**src/rtl/bbag_pkg.sv**
```systemverilog
// bbag_pkg: shared types and constants for the bounded bag.
// No dependencies; imported by bounded_bag_insert_query_remove.
`timescale 1ns / 1ps

package bbag_pkg;

	localparam int DATA_W        = 32;
	localparam int REQ_W         = 2;
	localparam int CAP_W         = 5;
	localparam int DEF_MAX_DEPTH = 16;

	localparam logic [CAP_W-1:0]         CAP_RESET = CAP_W'(16);
	localparam logic signed [DATA_W-1:0] MISS_MARK = 32'shFFFF7FF7;

	typedef enum logic [REQ_W-1:0] {
		REQ_INSERT = 2'd0,
		REQ_QUERY  = 2'd1,
		REQ_REMOVE = 2'd2
	} req_t;

	typedef enum logic [1:0] {
		ST_IDLE,
		ST_SCAN,
		ST_SHIFT
	} state_t;

endpackage

```
**src/rtl/bounded_bag_insert_query_remove.sv**
```systemverilog
// Bounded bag: insert, query, remove-first-match over a packed entry memory; uses bbag_pkg.
// Insert or an unused code completes straight from idle; query and remove scan the entries in order,
// and a remove hit then shifts each later entry down one slot before done.
// One request at a time, the next accepted at the edge ending the done cycle.
// Reset clears the count and the state machine and sets the capacity register to 16.
// done pulses for one cycle with the result; the receiver cannot stall.
`timescale 1ns / 1ps

module bounded_bag_insert_query_remove
	import bbag_pkg::*;
#(
	parameter int MAX_DEPTH = DEF_MAX_DEPTH,
	localparam int CNT_W    = $clog2(MAX_DEPTH + 1)
) (
	input  logic                     clk,
	input  logic                     arst_n,
	input  logic                     start,
	output logic                     busy,
	input  logic [REQ_W-1:0]         req_type,
	input  logic signed [DATA_W-1:0] item_value,
	output logic                     done,
	output logic                     success,
	output logic signed [DATA_W-1:0] result_value,
	output logic [CNT_W-1:0]         entry_count,
	input  logic                     cfg_valid,
	output logic                     cfg_ready,
	input  logic [CAP_W-1:0]         cfg_data
);

	localparam int IDX_W = (MAX_DEPTH > 1) ? $clog2(MAX_DEPTH) : 1;
	localparam int CMP_W = (CNT_W > CAP_W) ? CNT_W : CAP_W;

	logic signed [DATA_W-1:0] mem [MAX_DEPTH];

	state_t                   state_q, state_d;
	logic [CNT_W-1:0]         cnt_q, cnt_d;
	logic [CNT_W-1:0]         idx_q, idx_d;
	logic [CAP_W-1:0]         cap_q;
	logic signed [DATA_W-1:0] key_q;
	logic [REQ_W-1:0]         op_q;
	logic                     done_q, done_d;
	logic                     success_q, success_d;
	logic signed [DATA_W-1:0] result_value_q, result_value_d;

	logic                     cmp_vld_s1;
	logic [CNT_W-1:0]         cmp_idx_s1;
	logic signed [DATA_W-1:0] rd_data_s1;

	logic                     rd_en;
	logic                     we;
	logic [IDX_W-1:0]         wa;
	logic signed [DATA_W-1:0] wd;
	logic [CNT_W-1:0]         dst_idx;
	logic [CMP_W-1:0]         eff_cap;
	logic                     accept;

	assign accept    = start && (state_q == ST_IDLE);
	assign busy      = (state_q != ST_IDLE);
	assign cfg_ready = 1'b1;
	assign dst_idx   = cmp_idx_s1 - CNT_W'(1);
	assign eff_cap   = (CMP_W'(cap_q) > CMP_W'(MAX_DEPTH)) ? CMP_W'(MAX_DEPTH) : CMP_W'(cap_q);

	assign done         = done_q;
	assign success      = success_q;
	assign result_value = result_value_q;
	assign entry_count  = cnt_q;

	always_comb begin
		state_d        = state_q;
		cnt_d          = cnt_q;
		idx_d          = idx_q;
		done_d         = 1'b0;
		success_d      = success_q;
		result_value_d = result_value_q;
		rd_en          = 1'b0;
		we             = 1'b0;
		wa             = cnt_q[IDX_W-1:0];
		wd             = item_value;
		unique case (state_q)
			ST_IDLE: begin
				if (start) begin
					unique case (req_t'(req_type))
						REQ_INSERT: begin
							done_d         = 1'b1;
							result_value_d = item_value;
							if (CMP_W'(cnt_q) < eff_cap) begin
								we        = 1'b1;
								cnt_d     = cnt_q + CNT_W'(1);
								success_d = 1'b1;
							end else begin
								success_d = 1'b0;
							end
						end
						REQ_QUERY, REQ_REMOVE: begin
							state_d = ST_SCAN;
							idx_d   = '0;
						end
						default: begin
							done_d         = 1'b1;
							success_d      = 1'b0;
							result_value_d = item_value;
						end
					endcase
				end
			end
			ST_SCAN: begin
				if (cmp_vld_s1 && (rd_data_s1 == key_q)) begin
					if (op_q == REQ_REMOVE) begin
						state_d = ST_SHIFT;
						idx_d   = cmp_idx_s1 + CNT_W'(1);
					end else begin
						state_d        = ST_IDLE;
						done_d         = 1'b1;
						success_d      = 1'b1;
						result_value_d = key_q;
					end
				end else if (idx_q < cnt_q) begin
					rd_en = 1'b1;
					idx_d = idx_q + CNT_W'(1);
				end else if (!cmp_vld_s1) begin
					state_d        = ST_IDLE;
					done_d         = 1'b1;
					success_d      = 1'b0;
					result_value_d = (op_q == REQ_REMOVE) ? MISS_MARK : key_q;
				end
			end
			ST_SHIFT: begin
				// move entry i to i-1, one read and one write per cycle
				if (cmp_vld_s1) begin
					we = 1'b1;
					wa = dst_idx[IDX_W-1:0];
					wd = rd_data_s1;
				end
				if (idx_q < cnt_q) begin
					rd_en = 1'b1;
					idx_d = idx_q + CNT_W'(1);
				end else if (!cmp_vld_s1) begin
					state_d        = ST_IDLE;
					cnt_d          = cnt_q - CNT_W'(1);
					done_d         = 1'b1;
					success_d      = 1'b1;
					result_value_d = key_q;
				end
			end
			default: begin
				state_d = ST_IDLE;
			end
		endcase
	end

	always_ff @(posedge clk or negedge arst_n) begin
		if (!arst_n) begin
			state_q    <= ST_IDLE;
			cnt_q      <= '0;
			idx_q      <= '0;
			cap_q      <= CAP_RESET;
			done_q     <= 1'b0;
			cmp_vld_s1 <= 1'b0;
		end else begin
			state_q    <= state_d;
			cnt_q      <= cnt_d;
			idx_q      <= idx_d;
			done_q     <= done_d;
			cmp_vld_s1 <= rd_en;
			if (cfg_valid && cfg_ready) begin
				cap_q <= cfg_data;
			end
		end
	end

	always_ff @(posedge clk) begin
		success_q      <= success_d;
		result_value_q <= result_value_d;
		cmp_idx_s1     <= idx_q;
		if (accept) begin
			key_q <= item_value;
			op_q  <= req_type;
		end
	end

	always_ff @(posedge clk) begin
		if (we) begin
			mem[wa] <= wd;
		end
		if (rd_en) begin
			rd_data_s1 <= mem[idx_q[IDX_W-1:0]];
		end
	end

endmodule

```
**config.mk**
```make
export PLATFORM = sky130hd
export DESIGN_NAME = bounded_bag_insert_query_remove
export DESIGN_NICKNAME = d
export VERILOG_FILES = /design/src/rtl/bbag_pkg.sv /design/src/rtl/bounded_bag_insert_query_remove.sv
export SDC_FILE = /design/constraint.sdc
export NUM_CORES = 1
export LEC_CHECK = 0
export BUFFER_PORTS_ARGS = -buffer_cell sky130_fd_sc_hd__clkbuf_2
export CORE_ASPECT_RATIO = 0.9
export CORE_MARGIN = 5
export CORE_UTILIZATION = 30
export DETAILED_ROUTE_END_ITERATION = 8
export GPL_ROUTABILITY_DRIVEN = 1
export GPL_TIMING_DRIVEN = 0
export SLEW_MARGIN = 20
export SYNTH_ARGS = -nofsm -noshare
export SYNTH_HDL_FRONTEND = slang
export SYNTH_SLANG_ARGS = --single-unit
```
**constraint.sdc**
```tcl
create_clock -name clk -period 5.35 [get_ports clk]
set_clock_uncertainty 0.05 [all_clocks]
set_input_delay 1.07 -clock clk [delete_from_list [all_inputs] [get_ports clk]]
set_output_delay 1.07 -clock clk [all_outputs]
set_load 0.05 [all_outputs]
```
==> run_results.csv <==
group,metric,value,unit
status,outcome,"completed",
pwr,p_leak,9.37,nW
floorplan,initial_core_util,30.3,%
timing,fin_crit,4.57,ns
drt,drtAntennaViolNets,0,
run,max_cap_violations,0,
hold_path,min_path_type,"in -> async",
floorplan,ios,84,
pwr,power.switching,4.13,mW
drt,drt_pass1_iterations,7,
setup_path,worstPathRequired,5.55,ns
setup_path,crit_start,"rd_data_s1[24]",
floorplan,coreArea,82800,µm²
synth,synthesis.nets,1275,
clock_tree,clock_latency,0.63,ns
pwr,clkPwrFrac,30.0,%
place,io_buffers,82,
timing,hold_violations,0,
cells_and_area,final_layout_size_suffix_gt1_share,30.6,%
timing,fmax,219,MHz
clock_tree,clockRootBuffer,"clkbuf_16",
global_route,grt_max_degree,25,
timing,rsz0062_at_grt,"no",
clock_tree,cts_tree,"yes",
setup_path,critPathLaunchType,"register",
pwr,combPwrFrac,24.9,%
synth,synth_top_area_share,73.1,%
synth,synth-adder-area-share,1.08,%
setup_path,r2r_setup_slack,0.78,ns
cells_and_area,n_antenna_cell,0,
synth,ys_warn_count,0,
place,gp_congestion,0.833,
drt,routed_wirelength,67600,µm
setup_path,crit_end,"result_value[6]",
global_route,grt_pass1_vias,13075,
pwr,p_int,9.22,mW
synth,yosys.area.top_type,"edfxtp_1",
drt,routedWlPerCell,26.4,µm
floorplan,die-area,89500,µm²
clock_tree,post-cts-setup-buffers,0,
timing,slew_violations,0,
clock_tree,cts-resized-gates,0,
place,dp.final_hpwl,46400,µm
clock_tree,cts_max_path_buffers,3,
synth,yosys_most_used_dff,"edfxtp_1",
clock_tree,cts_hold_buf,0,
setup_path,path_max_fanout,10,
timing,maxSlewHeadroom,27.4,%
clock_tree,numCtsBuffers,58,
clock_tree,ctsHtreeMaxLevel,2,
clock_tree,clk_pin_slew,0.07,ns
setup_path,path_class,"reg -> reg",
drt,viasPerCell,5.13,
synth,postSynthAreaPerCell,20.7,µm²
timing,period_share,85.3,%
floorplan,die_y,284,µm
pwr,p_per_area,448,nW/µm²
setup_path,r2r-start,"rd_data_s1[24]",
timing,tightest_slew,1.09,ns
drt,num_vias,13106,
drt,drcViolationCount,0,
synth,ys_types,52,
cells_and_area,syn_to_final_growth,18.7,%
synth,synth_compound_area_share,2.16,%
synth,async_flop_share,2.99,%
synth,synthXorXnorAreaFrac,1.47,%
timing,setup_violations,0,
synth,syn_inst,1211,
synth,ys_seq_area_share,75.4,%
synth,synth_mux_area_share,16.1,%
synth,synth_area,25100,µm²
synth,ys_ff_latch,635,
drt,drt_iter0_markers,1886,
synth,synth_edf_count,611,
global_route,grt_usage,14.9,%
cells_and_area,fin_nets,1457,
cells_and_area,utilization,36.0,%
global_route,grt_first_pass_wirelength,96100,µm
synth,synth_top_family_by_area,"multiplexers",
global_route,overflow,0,
setup_path,r2r_cells,8,
pwr,pwr-share-seq,45.1,%
cells_and_area,fillers,7651,
global_route,grt_antenna_before_repair,7,
synth,netlist_top_cells_area,"edfxtp_1 73%, mux4_2 14%, dfrtp_1 1.8%, mux2_2 1.7%, xor2_1 1.2%",
setup_path,r2r_end,"result_value[6]",
synth,yosys.area_share.simple,2.63,%
clock_tree,cts_num_sinks,635,
floorplan,die_x,315,µm
timing,holdWs,0.361,ns
floorplan,num_rows,100,
setup_path,cp.arrival,4.77,ns
setup_path,end_kind,"register",
pwr,netSwitchingFraction,30.9,%
pwr,vdd.ir_drop.worst,0.323,mV
[placed cells by master, fill, tap and decap left out, types with 3 or more instances in the layout]
master and count:
buf_1 6, inv_6 3, clkinv_2 6, dfxtp_1 5, a21oi_1 38, mux2_2 37
mux4_2 160, clkbuf_1 43, a21o_1 5, inv_1 18, bufinv_16 4, a221o_1 4
ha_1 20, buf_4 6, nand3_1 9, xor2_1 35, o21ai_0 12, nand2_1 56
xnor2_1 7, nor3_1 3, buf_12 9, dfrtp_1 18, a211oi_1 3, buf_16 26
nor2_4 17, nand2b_1 5, o21a_1 4, clkinvlp_4 4, nor2_1 43, clkbuf_16 59
edfxtp_1 611, nor4_1 8, clkbuf_2 89, clkinv_1 15, a31oi_1 5, buf_2 9
[metrics by stage]
step	setup TNS [ns]	worst slack, ns	total power, mW	cells	cell area (µm²)
6_report	0	0.785	13.4	2557	29800
5_1_grt	0	0.767	13.8	2557	29800
4_1_cts	0	1.01	13.4	2557	29800
3_5_place_dp	0	1.05	9.43	2455	28000
3_3_place_gp	-1050.71	-2.76	9.29	2415	26900
2_1_floorplan	0	0.907	8.20	1211	25100
[power by group through the flow]
stage | clock, mW | sequential, mW | combinational (mW)
after detailed placement | 0 | 6.12 | 3.31
after global routing | 4.27 | 6.04 | 3.51
after CTS | 4.07 | 6.02 | 3.33
after floorplan | 0 | 6.52 | 1.68
after global placement | 0 | 6.14 | 3.15
final | 4.00 | 6.02 | 3.33
[flip-flops by register name (all words and copies together), names as in the netlist]
signal        count
mem             512
key_q            32
rd_data_s1       32
result_value     32
cap_q             5
cmp_idx_s1        5
entry_count       5
idx_q             5
op_q              2
state_q           2
cmp_vld_s1        1
done              1
success           1
[kinds of logic (layout without fill, tap and decap cells)]
kind of cell | after synthesis | count (layout)
AO/OA/AOI/OAI | 85 | 85
XOR/XNOR | 42 | 42
adder cells (fa/ha/maj) | 21 | 21
buffers and inverters | 74 | 298
flip-flops | 635 | 635
multiplexers | 199 | 199
other | 1 | 1
AND/OR/NAND/NOR | 154 | 154
[cell type report]
cell class              instances  area [µm²]  share of cell area [%]
repair buffers                122        1340                    4.51
plain buffers                  54         226                   0.761
multi-input cells             502        6020                    20.2
well taps                    1122        1400                    4.71
clock buffers                  71        1520                    5.11
flip-flops and latches        635       18900                    63.6
clock inverters                31         259                   0.870
inverters                      20        75.1                   0.252
[per-layer routing]
metal	wire length [µm]	vias up	GRT usage [%]
li1	-	5320	-
met1	29300	6937	22.3
met2	28700	731	21.4
met3	8100	116	4.41
met4	1530	2	3.38
met5	10	-	0
[critical path, stage by stage (launching register included)]
cell	delay [ns]
edfxtp_1	0.40
xor2_1	0.27
nor4_1	0.95
nand2_1	0.23
or4_1	0.54
buf_2	0.20
a31oi_1	0.39
clkbuf_1	0.78
a21oi_1	0.39
[worst min-delay path by stage]
stage                   from            end  slack [ns]  depth (start not counted)
floorplan           idx_q[3]  cmp_idx_s1[3]        0.32                          0
global placement    idx_q[2]  cmp_idx_s1[2]        0.33                          0
detailed placement  idx_q[0]  cmp_idx_s1[0]        0.35                          0
CTS                   arst_n       cap_q[3]        0.35                          1
global route        idx_q[3]  cmp_idx_s1[3]        0.38                          0
finish                arst_n       idx_q[3]        0.36                          1
[synth_stat cells (2+ instances only)]
| cell type | n |
|---|---|
| dfrtp_1 | 18 |
| nand2_1 | 56 |
| a221o_1 | 4 |
| buf_1 | 19 |
| nor2_1 | 60 |
| a31oi_1 | 5 |
| edfxtp_1 | 611 |
| or2_2 | 2 |
| xor2_1 | 35 |
| nand3_1 | 9 |
| mux2i_1 | 2 |
| clkbuf_1 | 33 |
| ha_1 | 20 |
| nor3_1 | 4 |
| dfxtp_1 | 5 |
| xnor2_1 | 7 |
| inv_1 | 19 |
| mux2_2 | 37 |
| o21a_1 | 4 |
| nor2b_1 | 2 |
| a21oi_1 | 38 |
| o21ai_0 | 12 |
| nor4_1 | 9 |
| mux4_2 | 160 |
| a211oi_1 | 3 |
| o32ai_1 | 2 |
| a21o_1 | 5 |
| nand2b_1 | 5 |
| nand4_1 | 2 |
Note: power is estimated with default switching activity, not from simulation.
